$ cat src/hdl/mcr_pkg.sv
// Package for the midpoint circle rasterizer: request kinds and the pixel mirror table.
// Has no dependencies. Used by mcr_octant, mcr_emit and the top level.
package mcr_pkg;

   // request kind carried on req_tuser
   typedef enum logic {
      ACT_START = 1'b0,
      ACT_STEP  = 1'b1
   } action_type;

   // one octant point fans out to eight mirrored pixels
   localparam int unsigned MIRROR_COUNT    = 8;
   localparam int unsigned MIRROR_IDX_BITS = 3;

   typedef logic [MIRROR_IDX_BITS-1:0] mirror_idx_type;

   localparam mirror_idx_type MIRROR_FIRST = mirror_idx_type'(0);
   localparam mirror_idx_type MIRROR_LAST  = mirror_idx_type'(MIRROR_COUNT - 1);

   // swap: use (y, x) instead of (x, y); neg_u / neg_v: subtract that offset
   typedef struct packed {
      logic swap;
      logic neg_u;
      logic neg_v;
   } mirror_type;

   // pixel order: (+x,+y) (-x,+y) (+x,-y) (-x,-y) (+y,+x) (-y,+x) (+y,-x) (-y,-x)
   function automatic mirror_type mirror_sel(input mirror_idx_type idx);
      mirror_type m;
      m.swap  = idx[2];
      m.neg_u = idx[0];
      m.neg_v = idx[1];
      return m;
   endfunction

endpackage

$ cat src/hdl/mcr_octant.sv
// Octant point tracker: holds the circle state and applies one start or step request.
// Depends on mcr_pkg. Feeds finished octant points to mcr_emit through a one-entry run register.
module mcr_octant #(
   parameter int unsigned COORD_BITS  = 12,
   parameter int unsigned RADIUS_BITS = 10
) (
   input  logic                          clock,
   input  logic                          reset,
   // request side
   input  logic                          req_valid,
   output logic                          req_ready,
   input  mcr_pkg::action_type           req_action,
   input  logic signed [COORD_BITS-1:0]  req_center_x,
   input  logic signed [COORD_BITS-1:0]  req_center_y,
   input  logic        [RADIUS_BITS-1:0] req_radius,
   // run register toward the emitter
   output logic                          run_valid,
   input  logic                          run_ready,
   output logic signed [COORD_BITS-1:0]  run_cx,
   output logic signed [COORD_BITS-1:0]  run_cy,
   output logic        [RADIUS_BITS-1:0] run_a,
   output logic        [RADIUS_BITS-1:0] run_b,
   output logic                          run_done
);
   import mcr_pkg::*;

   localparam int unsigned DEC_BITS = RADIUS_BITS + 3;

   // circle state
   logic        [RADIUS_BITS-1:0] oct_x_ff, oct_x_in;
   logic        [RADIUS_BITS-1:0] oct_y_ff, oct_y_in;
   logic        [DEC_BITS-1:0]    dec_ff, dec_in;
   logic signed [COORD_BITS-1:0]  hcx_ff, hcx_in;
   logic signed [COORD_BITS-1:0]  hcy_ff, hcy_in;
   logic                          running_ff, running_in;

   // run register
   logic                          run_valid_ff, run_valid_in;
   logic signed [COORD_BITS-1:0]  run_cx_ff;
   logic signed [COORD_BITS-1:0]  run_cy_ff;
   logic        [RADIUS_BITS-1:0] run_a_ff;
   logic        [RADIUS_BITS-1:0] run_b_ff;
   logic                          run_done_ff;

   logic                          accept;
   logic                          push;
   logic                          done_now;
   logic        [RADIUS_BITS-1:0] x_inc;
   logic        [RADIUS_BITS-1:0] y_dec;
   logic        [DEC_BITS-1:0]    diff;

   assign req_ready = !run_valid_ff || run_ready;
   assign accept    = req_valid && req_ready;

   assign x_inc = oct_x_ff + 1'b1;
   assign y_dec = oct_y_ff - 1'b1;
   assign diff  = {3'b000, x_inc} - {3'b000, y_dec};

   // next circle state
   always_comb begin
      oct_x_in   = oct_x_ff;
      oct_y_in   = oct_y_ff;
      dec_in     = dec_ff;
      hcx_in     = hcx_ff;
      hcy_in     = hcy_ff;
      running_in = running_ff;
      push       = 1'b0;
      if (accept) begin
         unique case (req_action)
            ACT_START: begin
               hcx_in   = req_center_x;
               hcy_in   = req_center_y;
               oct_x_in = '0;
               oct_y_in = req_radius;
               dec_in   = DEC_BITS'(1) - {3'b000, req_radius};
               push     = 1'b1;
            end
            ACT_STEP: begin
               if (running_ff) begin
                  oct_x_in = x_inc;
                  push     = 1'b1;
                  if (dec_ff[DEC_BITS-1]) begin
                     // inside the circle: keep y
                     dec_in = dec_ff + {2'b00, x_inc, 1'b1};
                  end else begin
                     // outside: step y down
                     oct_y_in = y_dec;
                     dec_in   = dec_ff + {diff[DEC_BITS-2:0], 1'b1};
                  end
               end
            end
            default: ;
         endcase
      end
      done_now = (oct_x_in >= oct_y_in);
      if (push) begin
         running_in = !done_now;
      end
   end

   // run register hand-off
   always_comb begin
      if (push) begin
         run_valid_in = 1'b1;
      end else if (run_ready) begin
         run_valid_in = 1'b0;
      end else begin
         run_valid_in = run_valid_ff;
      end
   end

   always_ff @(posedge clock) begin
      if (reset) begin
         oct_x_ff     <= '0;
         oct_y_ff     <= '0;
         dec_ff       <= '0;
         hcx_ff       <= '0;
         hcy_ff       <= '0;
         running_ff   <= 1'b0;
         run_valid_ff <= 1'b0;
      end else begin
         oct_x_ff     <= oct_x_in;
         oct_y_ff     <= oct_y_in;
         dec_ff       <= dec_in;
         hcx_ff       <= hcx_in;
         hcy_ff       <= hcy_in;
         running_ff   <= running_in;
         run_valid_ff <= run_valid_in;
      end
   end

   // run payload, loaded with the new point
   always_ff @(posedge clock) begin
      if (push) begin
         run_cx_ff   <= hcx_in;
         run_cy_ff   <= hcy_in;
         run_a_ff    <= oct_x_in;
         run_b_ff    <= oct_y_in;
         run_done_ff <= done_now;
      end
   end

   assign run_valid = run_valid_ff;
   assign run_cx    = run_cx_ff;
   assign run_cy    = run_cy_ff;
   assign run_a     = run_a_ff;
   assign run_b     = run_b_ff;
   assign run_done  = run_done_ff;

endmodule

$ cat src/hdl/mcr_emit.sv
// Pixel emitter: walks the eight mirrors of one octant point, one pixel per cycle unless pix_ready stalls.
// Depends on mcr_pkg. Takes runs from mcr_octant and drives the registered response.
module mcr_emit #(
   parameter int unsigned COORD_BITS  = 12,
   parameter int unsigned RADIUS_BITS = 10
) (
   input  logic                          clock,
   input  logic                          reset,
   // run from the octant tracker
   input  logic                          run_valid,
   output logic                          run_ready,
   input  logic signed [COORD_BITS-1:0]  run_cx,
   input  logic signed [COORD_BITS-1:0]  run_cy,
   input  logic        [RADIUS_BITS-1:0] run_a,
   input  logic        [RADIUS_BITS-1:0] run_b,
   input  logic                          run_done,
   // pixel response
   output logic                          pix_valid,
   input  logic                          pix_ready,
   output logic signed [COORD_BITS:0]    pix_x,
   output logic signed [COORD_BITS:0]    pix_y,
   output logic                          pix_last,
   output logic                          pix_done
);
   import mcr_pkg::*;

   localparam int unsigned SUM_BITS =
      ((COORD_BITS > RADIUS_BITS) ? COORD_BITS : RADIUS_BITS) + 2;

   // active run
   logic                          act_valid_ff, act_valid_in;
   mirror_idx_type                idx_ff, idx_in;
   logic signed [COORD_BITS-1:0]  act_cx_ff;
   logic signed [COORD_BITS-1:0]  act_cy_ff;
   logic        [RADIUS_BITS-1:0] act_a_ff;
   logic        [RADIUS_BITS-1:0] act_b_ff;
   logic                          act_done_ff;

   // output register
   logic                          out_valid_ff, out_valid_in;
   logic signed [COORD_BITS:0]    out_x_ff;
   logic signed [COORD_BITS:0]    out_y_ff;
   logic                          out_last_ff;
   logic                          out_done_ff;

   logic                          out_free;
   logic                          fire;
   logic                          load;
   mirror_type                    mir;
   logic        [RADIUS_BITS-1:0] off_u;
   logic        [RADIUS_BITS-1:0] off_v;
   logic        [SUM_BITS-1:0]    cx_ext, cy_ext, u_ext, v_ext;
   logic        [SUM_BITS-1:0]    sum_x, sum_y;

   assign out_free  = !out_valid_ff || pix_ready;
   assign fire      = act_valid_ff && out_free;
   assign run_ready = !act_valid_ff || (fire && (idx_ff == MIRROR_LAST));
   assign load      = run_valid && run_ready;

   // mirrored pixel for the current index
   always_comb begin
      mir    = mirror_sel(idx_ff);
      off_u  = mir.swap ? act_b_ff : act_a_ff;
      off_v  = mir.swap ? act_a_ff : act_b_ff;
      cx_ext = {{(SUM_BITS-COORD_BITS){act_cx_ff[COORD_BITS-1]}}, act_cx_ff};
      cy_ext = {{(SUM_BITS-COORD_BITS){act_cy_ff[COORD_BITS-1]}}, act_cy_ff};
      u_ext  = {{(SUM_BITS-RADIUS_BITS){1'b0}}, off_u};
      v_ext  = {{(SUM_BITS-RADIUS_BITS){1'b0}}, off_v};
      sum_x  = mir.neg_u ? (cx_ext - u_ext) : (cx_ext + u_ext);
      sum_y  = mir.neg_v ? (cy_ext - v_ext) : (cy_ext + v_ext);
   end

   // run sequencing
   always_comb begin
      act_valid_in = act_valid_ff;
      idx_in       = idx_ff;
      if (fire) begin
         idx_in = idx_ff + 1'b1;
         if (idx_ff == MIRROR_LAST) begin
            act_valid_in = 1'b0;
         end
      end
      if (load) begin
         act_valid_in = 1'b1;
         idx_in       = MIRROR_FIRST;
      end
      if (fire) begin
         out_valid_in = 1'b1;
      end else if (pix_ready) begin
         out_valid_in = 1'b0;
      end else begin
         out_valid_in = out_valid_ff;
      end
   end

   always_ff @(posedge clock) begin
      if (reset) begin
         act_valid_ff <= 1'b0;
         idx_ff       <= MIRROR_FIRST;
         out_valid_ff <= 1'b0;
      end else begin
         act_valid_ff <= act_valid_in;
         idx_ff       <= idx_in;
         out_valid_ff <= out_valid_in;
      end
   end

   // run payload
   always_ff @(posedge clock) begin
      if (load) begin
         act_cx_ff   <= run_cx;
         act_cy_ff   <= run_cy;
         act_a_ff    <= run_a;
         act_b_ff    <= run_b;
         act_done_ff <= run_done;
      end
   end

   // pixel payload
   always_ff @(posedge clock) begin
      if (fire) begin
         out_x_ff    <= sum_x[COORD_BITS:0];
         out_y_ff    <= sum_y[COORD_BITS:0];
         out_last_ff <= (idx_ff == MIRROR_LAST);
         out_done_ff <= act_done_ff;
      end
   end

   assign pix_valid = out_valid_ff;
   assign pix_x     = out_x_ff;
   assign pix_y     = out_y_ff;
   assign pix_last  = out_last_ff;
   assign pix_done  = out_done_ff;

endmodule

$ cat src/hdl/midpoint_circle_rasterizer.sv
// Midpoint circle rasterizer top level: stream ports, octant tracker and pixel emitter.
// Depends on mcr_pkg, mcr_octant and mcr_emit.
//
// A start request (req_tuser = 0) loads center and radius and yields the eight mirrored
// pixels of point (0, r); each step request (req_tuser = 1) advances the octant point by the
// midpoint rule and yields its eight pixels. A step with no circle active yields nothing.
// Every other request yields eight responses on the single pixel channel, one per cycle while
// rsp_tready does not stall it, so that channel sets the sustained rate. A request is taken
// while the previous run is still being sent (one run register between tracker and emitter);
// the point passes the run register and the emitter's active run before its first pixel is
// registered out. rsp_tlast marks the eighth pixel of a run, and rsp_tuser is high on every
// pixel of the run that completes the circle (x >= y). No clearing pass is needed after reset.
module midpoint_circle_rasterizer #(
   parameter int unsigned COORD_BITS  = 12,
   parameter int unsigned RADIUS_BITS = 10,
   localparam int unsigned REQ_BYTES  = (2*COORD_BITS + RADIUS_BITS + 7) / 8,
   localparam int unsigned RSP_BYTES  = (2*(COORD_BITS + 1) + 7) / 8
) (
   input  logic                   clock,
   input  logic                   reset,
   // request: tdata = center_x, center_y, radius_in, zero pad; tuser = action
   input  logic                   req_tvalid,
   output logic                   req_tready,
   input  logic [REQ_BYTES*8-1:0] req_tdata,
   input  logic                   req_tuser,
   // response: tdata = pixel_x, pixel_y, zero pad; tuser = circle_done
   output logic                   rsp_tvalid,
   input  logic                   rsp_tready,
   output logic [RSP_BYTES*8-1:0] rsp_tdata,
   output logic                   rsp_tlast,
   output logic                   rsp_tuser
);
   import mcr_pkg::*;

   localparam int unsigned REQ_USED = 2*COORD_BITS + RADIUS_BITS;
   localparam int unsigned RSP_USED = 2*(COORD_BITS + 1);

   logic                          run_valid;
   logic                          run_ready;
   logic signed [COORD_BITS-1:0]  run_cx;
   logic signed [COORD_BITS-1:0]  run_cy;
   logic        [RADIUS_BITS-1:0] run_a;
   logic        [RADIUS_BITS-1:0] run_b;
   logic                          run_done;
   logic signed [COORD_BITS:0]    pix_x;
   logic signed [COORD_BITS:0]    pix_y;
   logic        [REQ_BYTES*8-1:0] req_pad_unused;

   // the pad bits above the request fields carry nothing
   assign req_pad_unused = req_tdata >> REQ_USED;

   mcr_octant #(
      .COORD_BITS  (COORD_BITS),
      .RADIUS_BITS (RADIUS_BITS)
   ) u_octant (
      .clock        (clock),
      .reset        (reset),
      .req_valid    (req_tvalid),
      .req_ready    (req_tready),
      .req_action   (action_type'(req_tuser)),
      .req_center_x (req_tdata[COORD_BITS-1:0]),
      .req_center_y (req_tdata[2*COORD_BITS-1:COORD_BITS]),
      .req_radius   (req_tdata[REQ_USED-1:2*COORD_BITS]),
      .run_valid    (run_valid),
      .run_ready    (run_ready),
      .run_cx       (run_cx),
      .run_cy       (run_cy),
      .run_a        (run_a),
      .run_b        (run_b),
      .run_done     (run_done)
   );

   mcr_emit #(
      .COORD_BITS  (COORD_BITS),
      .RADIUS_BITS (RADIUS_BITS)
   ) u_emit (
      .clock     (clock),
      .reset     (reset),
      .run_valid (run_valid),
      .run_ready (run_ready),
      .run_cx    (run_cx),
      .run_cy    (run_cy),
      .run_a     (run_a),
      .run_b     (run_b),
      .run_done  (run_done),
      .pix_valid (rsp_tvalid),
      .pix_ready (rsp_tready),
      .pix_x     (pix_x),
      .pix_y     (pix_y),
      .pix_last  (rsp_tlast),
      .pix_done  (rsp_tuser)
   );

   // pack the response; pad is zero
   assign rsp_tdata = {{(RSP_BYTES*8-RSP_USED){1'b0}}, pix_y, pix_x}
                      | {(RSP_BYTES*8){1'b0 & (|req_pad_unused)}};

endmodule

$ cat config.mk
export PLATFORM = sky130hd
export DESIGN_NAME = midpoint_circle_rasterizer
export DESIGN_NICKNAME = d
export VERILOG_FILES = /design/src/hdl/mcr_pkg.sv /design/src/hdl/mcr_octant.sv /design/src/hdl/mcr_emit.sv /design/src/hdl/midpoint_circle_rasterizer.sv
export SDC_FILE = /design/constraint.sdc
export NUM_CORES = 1
export LEC_CHECK = 0
export BUFFER_PORTS_ARGS = -buffer_cell sky130_fd_sc_hd__buf_2
export CAP_MARGIN = 20
export CORE_UTILIZATION = 25
export DETAILED_ROUTE_END_ITERATION = 8
export PLACE_DENSITY = 0.37
export SYNTH_ARGS = -nofsm -noshare
export SYNTH_HDL_FRONTEND = slang
export SYNTH_SLANG_ARGS = --single-unit
$ cat constraint.sdc
create_clock -name clock -period 4.1 [get_ports clock]
set_clock_uncertainty 0.2 [all_clocks]
set_input_delay 0 -clock clock [delete_from_list [all_inputs] [get_ports clock]]
set_output_delay 0 -clock clock [all_outputs]
set_load 0.005 [all_outputs]
== Word-level counts from Yosys, hierarchy flattened ==
Cells that the tools add are included.

* Input port bits: 45
* Register bits after elaboration: 182

* Multiplexer cells: 28
* Add/subtract/negate cells: 11
* Equality and inequality tests: 2
* Magnitude comparators: 1
* Reduce and logical (&&, ||, !) cells: 18
* Bitwise logic cells: 1

{| class="wikitable"
|+ Operator list
! operator !! count
|-
| $mux 10 || 7
|-
| $mux 13 || 4
|-
| $mux 12 || 4
|-
| $pmux 10 s2 || 2
|-
| $add 12x11->13 || 2
|-
| $pmux 13 s2 || 1
|-
| $sub 12x11->13 || 2
|-
| $add 13x11->13 || 1
|-
| $add 13x13->13 || 1
|-
| $sub 1x10->11 const A || 1
|-
| $sub 10x10->11 || 1
|-
| $add 10x1->10 const B || 1
|-
| $ge 10x10->1 || 1
|-
| $sub 10x1->10 const B || 1
|-
| $mux 1 || 9
|-
| $reduce_bool 2->1 || 4
|-
| $logic_and 1x1->1 || 4
|-
| $logic_not 1->1 || 4
|-
| $reduce_and 2->1 || 2
|-
| $add 3x1->3 const B || 1
|-
| $eq 3x3->1 const B || 1
|-
| $logic_or 1x1->1 || 3
|-
| $ne 2x1->1 const B || 1
|-
| $pmux 1 s2 || 1
|-
| 2 further kinds || 2
|}

== Longest topological paths before layout ==
Gate-level depths: netlist of the first run.

* Depth in word-level cells: 10
* Mapped depth: 19
* Gate-level depth less buffers: 18

== Hierarchy ==
Synthesis of the first run repeated with hierarchy kept, for this count alone.

* Cells, all modules: 995
* Area total of the unflattened synthesis: 10136.0 um2

{| class="wikitable"
|+ By module, submodules not included
! module !! area each (um2) !! cells each !! times used !! seq. area each (um2)
|-
| mcr_octant || 5731.7 || 623 || 1 || 2532.4
|-
| mcr_emit || 4355.4 || 365 || 1 || 2292.2
|-
| midpoint_circle_rasterizer || 48.8 || 7 || 1 || 0.0
|}

== Least setup slack after synthesis of the first run ==
OpenSTA, ideal clock, no wires.

* Kind: register to register
* Start: register u_octant.oct_y_ff[0]
* End: register u_octant.dec_ff[11]
* Arrival: 3.829 ns
* Period minus slack after synthesis: 4.091 ns
* Setup slack: 0.009 ns
* Library setup time: 0.062 ns
* Data required time: 3.838 ns
* Cell stages (with the launch flop): 19
* Path buffers: 1
* Path through: dfxtp_1 -> inv_1 -> ha_1 -> or3b_1 -> clkbuf_2 -> xor2_1 -> ha_1 -> nand3_1 -> a21oi_1 -> o31a_1 -> o21a_1 -> o31ai_1 -> ha_1 -> a21o_1 -> a21o_1 -> a21oi_1 -> o21ai_0 -> or4_1 -> nand3_1

* Longest elaborated chain between the ends: 6

{| class="wikitable"
|+ RTL lines
! item !! line !! RTL
|-
| start, declared || mcr_octant.sv:31 || <nowiki>logic [RADIUS_BITS-1:0] oct_y_ff, oct_y_in;</nowiki>
|-
| start signal, assigned || mcr_octant.sv:123 || <nowiki>oct_y_ff <= oct_y_in;</nowiki>
|-
| $sub 10x1->10 || mcr_octant.sv:56 || <nowiki>assign y_dec = oct_y_ff - 1'b1;</nowiki>
|-
| $sub 10x10->11 || mcr_octant.sv:57 || <nowiki>assign diff = {3'b000, x_inc} - {3'b000, y_dec};</nowiki>
|-
| $add 13x13->13 || mcr_octant.sv:88 || <nowiki>dec_in = dec_ff + {diff[DEC_BITS-2:0], 1'b1};</nowiki>
|-
| $mux 13 || mcr_octant.sv:82 || <nowiki>if (dec_ff[DEC_BITS-1]) begin</nowiki>
|-
| $mux 13 || mcr_octant.sv:79 || <nowiki>if (running_ff) begin</nowiki>
|-
| $pmux 13 s2 || mcr_octant.sv:69 || <nowiki>unique case (req_action)</nowiki>
|-
| end signal, assigned || mcr_octant.sv:124 || <nowiki>dec_ff <= dec_in;</nowiki>
|-
| end, declared || mcr_octant.sv:32 || <nowiki>logic [DEC_BITS-1:0] dec_ff, dec_in;</nowiki>
|}

No other way between the ends. The select of a mux whose other input is x is not followed.
A chain may end at the register's enable or synchronous reset.

== Final worst setup path of the first run ==
* Start: register u_octant.oct_y_ff[0]
* End: register u_octant.dec_ff[12]

The elaborated chain is that of the path after synthesis.

==> results.cfg, run 1 <==
[status]
outcome = completed

[synthesis]
ys_seq_area_frac = 0.480
synth.distinct_cells = 76
synth_area_um2 = 10100
ys_warn_count = 0
synth-edff-count = 118
syn_inst = 989
synth.avg_cell_area_um2 = 10.2
yosys_register_bits = 182
synthArstFlopShare = 0
synth_flop_cell = edfxtp_1

[finish]
nFillCells = 4157
regArea_um2 = 4830
fin_util = 0.318
drive_above_1_share = 0.183
num_antenna_cells = 0
final_nets = 1274
fin_cells = 1697
syn2layout_area_growth_pct = 25.6
multi_input_area_um2 = 4970

[critical_path]
start_kind = flop
crit_type = reg2reg
worstSetupStartpoint = u_octant.oct_y_ff[0]
crit_path_end = u_octant.dec_ff[12]
critical_path_arrival_ps = 4130
reg2reg_to = u_octant.dec_ff[12]
crit_fanout = 3
reg2reg_depth = 15
end_kind = flop
regToRegSetupSlack_ps = 160
crit_required_ps = 4290
r2r-start = u_octant.oct_y_ff[0]

[global_route]
overflow = 0
grt_usage = 0.134
grt_max_degree = 46
grt_pass1_vias = 7599
grt_pass1_wl_um = 42300
antenna_found_initial = 0

[detailed_routing]
dr.first_iter.drc_count = 283
viasPerCell = 4.50
firstDrtPassIters = 5
wl_um = 26800
ant_nets = 0
routedWlPerCell_um = 15.8
vias = 7636
drc = 0

[placement]
io_buffers = 68
gp_congestion = 0.770
place_hpwl_um = 19600
dp_cells = 1604

[clocking]
cts_tree = done
cts_buffers = 17
clk_pin_slew_worst_paths_ps = 80
cts_sinks = 182
clock-root-buffer = clkbuf_16
cts.htree.levels = 4
clock_latency_ps = 450
clock_path_buffers = 2

[timing]
fin_crit_sh = 0.962
min_period_ps = 3940
fmax_ghz = 0.254
setup_viol = 0
fin_setup_tns_ps = 0
hold_viol = 0
max-slew-margin-rel = 0.513
tightest_slew_ps = 712
rsz0062_at_grt = yes
slew_violations = 0
hold-worst-slack_ps = 36.1

[power]
vdd_drop_max_v = 0.000309
power_per_cell_area_nw_per_um2 = 392
p_leak_uw = 0.00511

[floorplanning]
boundaryPins = 81
die_h_um = 203
dieArea_um2 = 41000
core_um2 = 39700
start_util = 0.253
row_count = 73
die_w_um = 203

[flow_run]
timing.max_cap.violations = 0

[worst_hold_path]
min_path_type = in2reg
[area by class of cell]
cell class | instances | share of cell area
Inverter | 37 | 0.0110
Clock buffer | 17 | 0.0337
Timing Repair Buffer | 191 | 0.116
Clock inverter | 15 | 0.0124
Sequential cell | 182 | 0.382
Tap cell | 525 | 0.0520
Multi-Input combinational cell | 730 | 0.393
[through the flow]
| stage | setup slack (ps) | area [µm²] | power (µW) |
|---|---|---|---|
| 4_1_cts | 10.8 | 12500 | 4990 |
| 6_report | 157 | 12600 | 4960 |
| 5_1_grt | -24.3 | 12600 | 5240 |
| 3_5_place_dp | -32.1 | 11300 | 3260 |
| 2_1_floorplan | 9.49 | 10100 | 2910 |
| 3_3_place_gp | 18.1 | 11300 | 3260 |
[routing by layer]
layer / vias up / GRT usage / share of wire
met2: 88 / 0.226 / 0.48
li1: 3900 / - / -
met3: 20 / 0.0236 / 0.029
met4: 0 / 0.0392 / 0.013
met1: 3628 / 0.174 / 0.48
met5: - / 0 / 0
[state kept, by name, summed over array words and instances (netlist names), 3 cells and up]
signal             flops
u_emit.pix_x          13
u_emit.pix_y          13
u_octant.dec_ff       13
u_emit.act_cx_ff      12
u_emit.act_cy_ff      12
u_octant.hcx_ff       12
u_octant.hcy_ff       12
u_octant.run_cx       12
u_octant.run_cy       12
u_emit.act_a_ff       10
u_emit.act_b_ff       10
u_octant.oct_x_ff     10
u_octant.oct_y_ff     10
u_octant.run_a        10
u_octant.run_b        10
u_emit.idx_ff          3
[layout by cell type (no fill, tap or decap), types with 4 or more instances in the layout]
master	instances
nor4_1	6
xnor2_1	39
nand2b_1	9
inv_1	32
o31ai_1	4
a21o_1	19
buf_4	61
fa_1	4
or3_1	5
a221oi_1	4
ha_1	63
edfxtp_1	118
o21bai_1	7
o21a_1	11
buf_2	68
clkbuf_16	17
dlygate4sd3_1	57
nor3_1	35
nand2_1	132
a22o_1	5
inv_8	4
dfxtp_1	61
and2_1	10
nand3_1	9
o21ai_0	36
nor2_1	82
xnor2_2	5
mux2i_1	25
conb_1	6
o22ai_1	8
xor2_1	26
buf_12	4
a211oi_1	12
a22oi_1	7
o21ai_1	6
nor2b_1	6
a31oi_1	7
a21oi_1	63
nand4_1	6
[cell usage after synthesis (25+ instances only)]
cell	count	area, µm²
nand2_1	134	503
edfxtp_1	118	3540
nor2_1	85	319
a21oi_1	66	330
ha_1	66	826
dfxtp_1	64	1280
xnor2_1	44	385
o21ai_0	41	205
nor3_1	36	180
inv_1	35	131
xor2_1	28	245
mux2i_1	25	250
[how the worst min path moves through the flow]
stage / endpoint / start / slack (ps) / cells after the start
floorplan: u_octant.oct_y_ff[7] / req_tdata[31] / -40 / 2
global route: u_octant.run_a[5] / req_tuser / 40 / 2
CTS: u_octant.oct_y_ff[3] / req_tuser / 20 / 4
finish: u_octant.oct_y_ff[3] / req_tuser / 40 / 4
global placement: u_octant.hcx_ff[0] / req_tdata[0] / 80 / 3
detailed placement: u_octant.hcx_ff[9] / req_tdata[9] / 80 / 3
[kinds of logic after synthesis]
| group | share of synthesized area |
|---|---|
| multiplexers | 0.0271 |
| adder cells (fa/ha/maj) | 0.0901 |
| buffers and inverters | 0.0450 |
| AND/OR/NAND/NOR | 0.150 |
| flip-flops | 0.480 |
| XOR/XNOR | 0.0627 |
| other | 0.000373 |
| AO/OA/AOI/OAI | 0.145 |
[worst max-delay path, cell delays in order, from the launching register on]
cell,delay [ps]
dfxtp_2,340
buf_4,130
or4_4,470
nor4_4,200
xnor2_1,140
ha_1,230
or3_1,310
o311a_1,320
o21a_1,200
o31ai_4,260
ha_1,290
a21o_1,160
a21oi_1,140
o21ai_1,120
nor4b_2,260
nand3b_1,120
[report_power, final]
group          internal (µW)  switching (µW)
Combinational            532             618
Clock                    813             837
Sequential              2090            64.1
Total                   3440            1520
[what timing repair did]
action / 4_1_cts / 5_1_grt
endpoints found under the setup margin: 2 / 6
hold buffers: 57 / 0
pin swaps: 2 / 12
endpoints found under the hold margin: 79 / 0
gates resized for setup: 3 / 37
buffers inserted: 1 / 3
No activity file was read; power rests on OpenSTA's default activity.
==> run 2: changes to the inputs <==
--- a/config.mk
+++ b/config.mk
@@ -9,7 +9,7 @@
 export CAP_MARGIN = 20
 export CORE_UTILIZATION = 25
 export DETAILED_ROUTE_END_ITERATION = 8
-export PLACE_DENSITY = 0.37
+export PLACE_DENSITY = 0.36
 export SYNTH_ARGS = -nofsm -noshare
 export SYNTH_HDL_FRONTEND = slang
 export SYNTH_SLANG_ARGS = --single-unit
==> constraint.sdc (replaced) <==
create_clock -name clock -period 5.1 [get_ports clock]
set_clock_uncertainty 0.2 [all_clocks]
set_input_delay 0 -clock clock [delete_from_list [all_inputs] [get_ports clock]]
set_output_delay 0 -clock clock [all_outputs]
set_load 0.005 [all_outputs]
==> results.cfg, run 2 (same netlist as run 1, synthesis figures left out) <==
[timing]
fin_crit_sh = 0.884
setup_viol = 0
tightest_slew_ps = 733
fin_setup_tns_ps = 0
hold_viol = 0
min_period_ps = 4510
slew_violations = 0
fmax_ghz = 0.222
max-slew-margin-rel = 0.510
rsz0062_at_grt = no

[detailed_routing]
vias = 7266
ant_nets = 0
wl_um = 25500
drc = 0
viasPerCell = 4.44
dr.first_iter.drc_count = 334
firstDrtPassIters = 4
routedWlPerCell_um = 15.6

[floorplanning]
dieArea_um2 = 41000
die_h_um = 203
boundaryPins = 81
die_w_um = 203
start_util = 0.253
row_count = 73
core_um2 = 39700

[placement]
placed_area_um2 = 11000
place_hpwl_um = 18500
gp_congestion = 0.783
io_buffers = 68

[clocking]
cts.htree.levels = 4
clk_pin_slew_worst_paths_ps = 70
cts_sinks = 182
clock-root-buffer = clkbuf_16
cts_tree = done
clock_latency_ps = 450
clock_path_buffers = 2
cts.repair.resized = 0
cts_buffers = 17

[finish]
syn2layout_area_growth_pct = 18.9
layout_common_cells = nand2_1 (134), edfxtp_1 (118), nor2_1 (84), buf_2 (68)
final_nets = 1212
final_common_cell = nand2_1
fin_area_um2 = 12000
num_antenna_cells = 0
drive_above_1_share = 0.128

[power]
power_per_cell_area_nw_per_um2 = 328
p_leak_uw = 0.00473
vdd_drop_max_v = 0.000230

[global_route]
overflow = 0
grt_max_degree = 51
grt_usage = 0.129
grt_pass1_wl_um = 40600
grt_pass1_vias = 7353
antenna_found_initial = 0

[critical_path]
critical_path_arrival_ps = 4690
reg2reg_depth = 17
crit_required_ps = 5280
crit_type = reg2reg
start_kind = flop
end_kind = flop
crit_fanout = 6

[worst_hold_path]
holdPathStages = 4
min_path_type = in2reg

[status]
outcome = completed

[flow_run]
timing.max_cap.violations = 0
run 2: cell count changes in the layout (fill, tap and decap cells not counted), sizes merged:
cell	previous run	this run
clkinvlp	3	0
inv	42	43
buf	134	91
clkbuf	17	19
dlygate4sd3	57	38
run 2: timing repair:
| item | in CTS | in global routing |
|---|---|---|
| endpoints found under the hold margin | 91 | 0 |
| buffers inserted | 0 | 0 |
| hold buffers | 38 | 0 |
run 2: per-layer routing:
| layer | up-vias | GRT usage | part of all wire | wire length [µm] |
|---|---|---|---|---|
| met5 | - | 0 | 0 | 0 |
| met4 | 0 | 0.0363 | 0.0096 | 244 |
| met3 | 11 | 0.0252 | 0.023 | 579 |
| met2 | 67 | 0.222 | 0.49 | 12400 |
| met1 | 3414 | 0.163 | 0.48 | 12300 |
| li1 | 3774 | - | - | - |
run 2: through the flow:
stage / setup WS (ps) / hold slack (ps) / total power [µW] / util / std cells
3_5_place_dp: 621 / 74.6 / 2560 / 0.276 / 1565
2_1_floorplan: 1010 / -42.9 / 2340 / - / 994
5_1_grt: 277 / 114 / 4160 / 0.301 / 1635
6_report: 589 / 93.4 / 3920 / 0.301 / 1635
4_1_cts: 597 / 64.9 / 4000 / 0.301 / 1635
3_3_place_gp: 644 / 70.1 / 2560 / 0.276 / 1565
run 2: critical path, cell delays in order, from the launching register on:
cell and delay (ps):
dfxtp_1 370, inv_1 100, ha_1 220, or3b_1 490, xor2_1 190, ha_1 370, nand3_1 110, a21oi_1 70
o31a_1 320, o21a_1 170, o31ai_1 260, ha_1 350, a21o_1 220, a21o_1 180, a21oi_1 130, o21ai_0 130
or4_1 500, nand3_1 90
run 2: layout make-up:
class | instances | area [µm²]
clock buffers | 19 | 475
clock inverters | 13 | 144
fillers | 4145 | 27800
inverters | 37 | 139
multi-input cells | 730 | 4810
flip-flops and latches | 182 | 4830
well taps | 525 | 657
repair buffers | 129 | 906
run 2: path summary, 6_finish.rpt:
check	startpoint	to	slack, ps
setup / recovery	u_octant.oct_y_ff[0]	u_octant.dec_ff[11]	590
hold / removal	req_tvalid	u_octant.oct_x_ff[0]	90
setup reg to reg	u_octant.oct_y_ff[0]	u_octant.dec_ff[11]	590
hold reg to reg	u_octant.run_done	u_emit.act_done_ff	210
run 2: power by group:
part	switching, µW	internal [µW]
logic	456	345
registers	49.8	1680
clock network	671	716
total	1180	2740
==> run 3: changes to the inputs <==
--- a/config.mk
+++ b/config.mk
@@ -7,9 +7,9 @@
 export LEC_CHECK = 0
 export BUFFER_PORTS_ARGS = -buffer_cell sky130_fd_sc_hd__buf_2
 export CAP_MARGIN = 20
-export CORE_UTILIZATION = 25
+export CORE_UTILIZATION = 55
 export DETAILED_ROUTE_END_ITERATION = 8
-export PLACE_DENSITY = 0.36
+export PLACE_DENSITY = 0.7
 export SYNTH_ARGS = -nofsm -noshare
 export SYNTH_HDL_FRONTEND = slang
 export SYNTH_SLANG_ARGS = --single-unit
==> results.cfg, run 3 (same netlist as run 1, synthesis figures left out) <==
[status]
outcome = completed

[detailed_routing]
ant_nets = 0
viasPerCell = 5.58
drc = 0
firstDrtPassIters = 4
wl_um = 20800
dr.first_iter.drc_count = 433
vias = 7446
routedWlPerCell_um = 15.6

[global_route]
grt_max_degree = 52
grt_pass1_vias = 7221
grt_pass1_wl_um = 34300
grt_usage = 0.238
antenna_found_initial = 0
overflow = 0

[placement]
placed_area_um2 = 10500
place_hpwl_um = 14900
io_buffers = 68
post-place-ws_ps = 720
gp_congestion = 0.849

[finish]
regArea_um2 = 4830
final_nets = 1208
layout_common_cells = nand2_1 (134), edfxtp_1 (118), nor2_1 (84), buf_2 (68)
nFillCells = 1420
syn2layout_area_growth_pct = 14.4
final_common_cell = nand2_1
fin_area_um2 = 11500
drive_above_1_share = 0.118
fin_util = 0.641
multi_input_area_um2 = 4810
num_antenna_cells = 0

[clocking]
clk_pin_slew_worst_paths_ps = 70
cts_buffers = 17
cts_sinks = 182
cts-hold-fix-buffers = 44
clock-root-buffer = clkbuf_16
clock_latency_ps = 430
post-cts-setup-buffers = 0
cts_tree = done
cts.repair.resized = 0
cts.htree.levels = 4
clock_path_buffers = 2

[power]
seq_power_share = 0.459
pwr-share-comb = 0.202
internal_power_uw = 2710
switching_share = 0.285
power_per_cell_area_nw_per_um2 = 330
p_leak_uw = 0.00470
p_switching_uw = 1080
p_clk_frac = 0.339
vdd_drop_max_v = 0.000308

[critical_path]
crit_fanout = 6
end_kind = flop
critical_path_arrival_ps = 4590
crit_required_ps = 5280
start_kind = flop
crit_type = reg2reg

[floorplanning]
start_util = 0.560
die_h_um = 137
die_w_um = 137
row_count = 49
dieArea_um2 = 18800
boundaryPins = 81
core_um2 = 18000

[timing]
min_period_ps = 4410
setup_viol = 0
max-slew-margin-rel = 0.462
tightest_slew_ps = 806
worst_slack_ps = 688
rsz0062_at_grt = no
fmax_ghz = 0.227
fin_crit_sh = 0.865
hold_viol = 0
slew_violations = 0
fin_setup_tns_ps = 0

[worst_hold_path]
min_path_type = in2reg

[flow_run]
timing.max_cap.violations = 0
## run 3: cell types whose count changed in the layout (fill, tap and decap cells not counted), sizes merged
cell | previous run | this run
buf | 91 | 81
dlygate4sd3 | 38 | 44
bufinv | 0 | 1
clkbuf | 19 | 18
clkinv | 7 | 6
clkinvlp | 0 | 1
## run 3: critical path, stage by stage (launching register included)
cell     delay, ps
dfxtp_1        360
inv_1          100
ha_1           220
or3b_1         480
xor2_1         190
ha_1           370
nand3_1        110
a21oi_1         70
o31a_1         310
o21a_1         170
o31ai_1        240
ha_1           350
a21o_1         220
a21o_1         170
a21oi_1        120
o21ai_0        120
or4_1          490
nand3_1         90
## run 3: final cells by class
cell class                      count  share of cell area
Clock inverter                     14              0.0123
Tap cell                          229              0.0249
Multi-Input combinational cell    730               0.418
Inverter                           37              0.0121
Clock buffer                       18              0.0373
Timing Repair Buffer              125              0.0763
Sequential cell                   182               0.419
## run 3: layer usage
metal  vias up  global-route usage  wire length, µm  share of wire
li1       3771                   -                -              -
met1      3496               0.296             9280           0.45
met2       149               0.418            10500           0.51
met3        30              0.0375              601          0.029
met4         0              0.0836              420          0.020
met5         -                   0                0              0
## run 3: worst paths after layout
kind / from / end / slack [ps] / depth (start not counted)
worst min register to register: u_octant.run_cx[10] / u_emit.act_cx_ff[10] / 220 / 0
worst max register to register: u_octant.oct_y_ff[0] / u_octant.dec_ff[11] / 690 / 17
worst max-delay path: u_octant.oct_y_ff[0] / u_octant.dec_ff[11] / 690 / 17
worst min-delay path: req_tvalid / u_octant.dec_ff[0] / 160 / 4
## run 3: power by group through the flow
stage	clock network [µW]	registers [µW]	logic (µW)
finish	1280	1740	767
global placement	0	1770	720
global route	1360	1750	862
floorplan	0	1750	590
detailed placement	0	1770	738
CTS	1310	1740	766
## run 3: per-stage QoR
step / power, µW / hold WS, ps / std cells
2_1_floorplan: 2340 / -42.9 / 994
3_3_place_gp: 2490 / 67.9 / 1259
3_5_place_dp: 2510 / 78.6 / 1259
4_1_cts: 3810 / 150 / 1335
5_1_grt: 3980 / 192 / 1335
6_report: 3790 / 161 / 1335
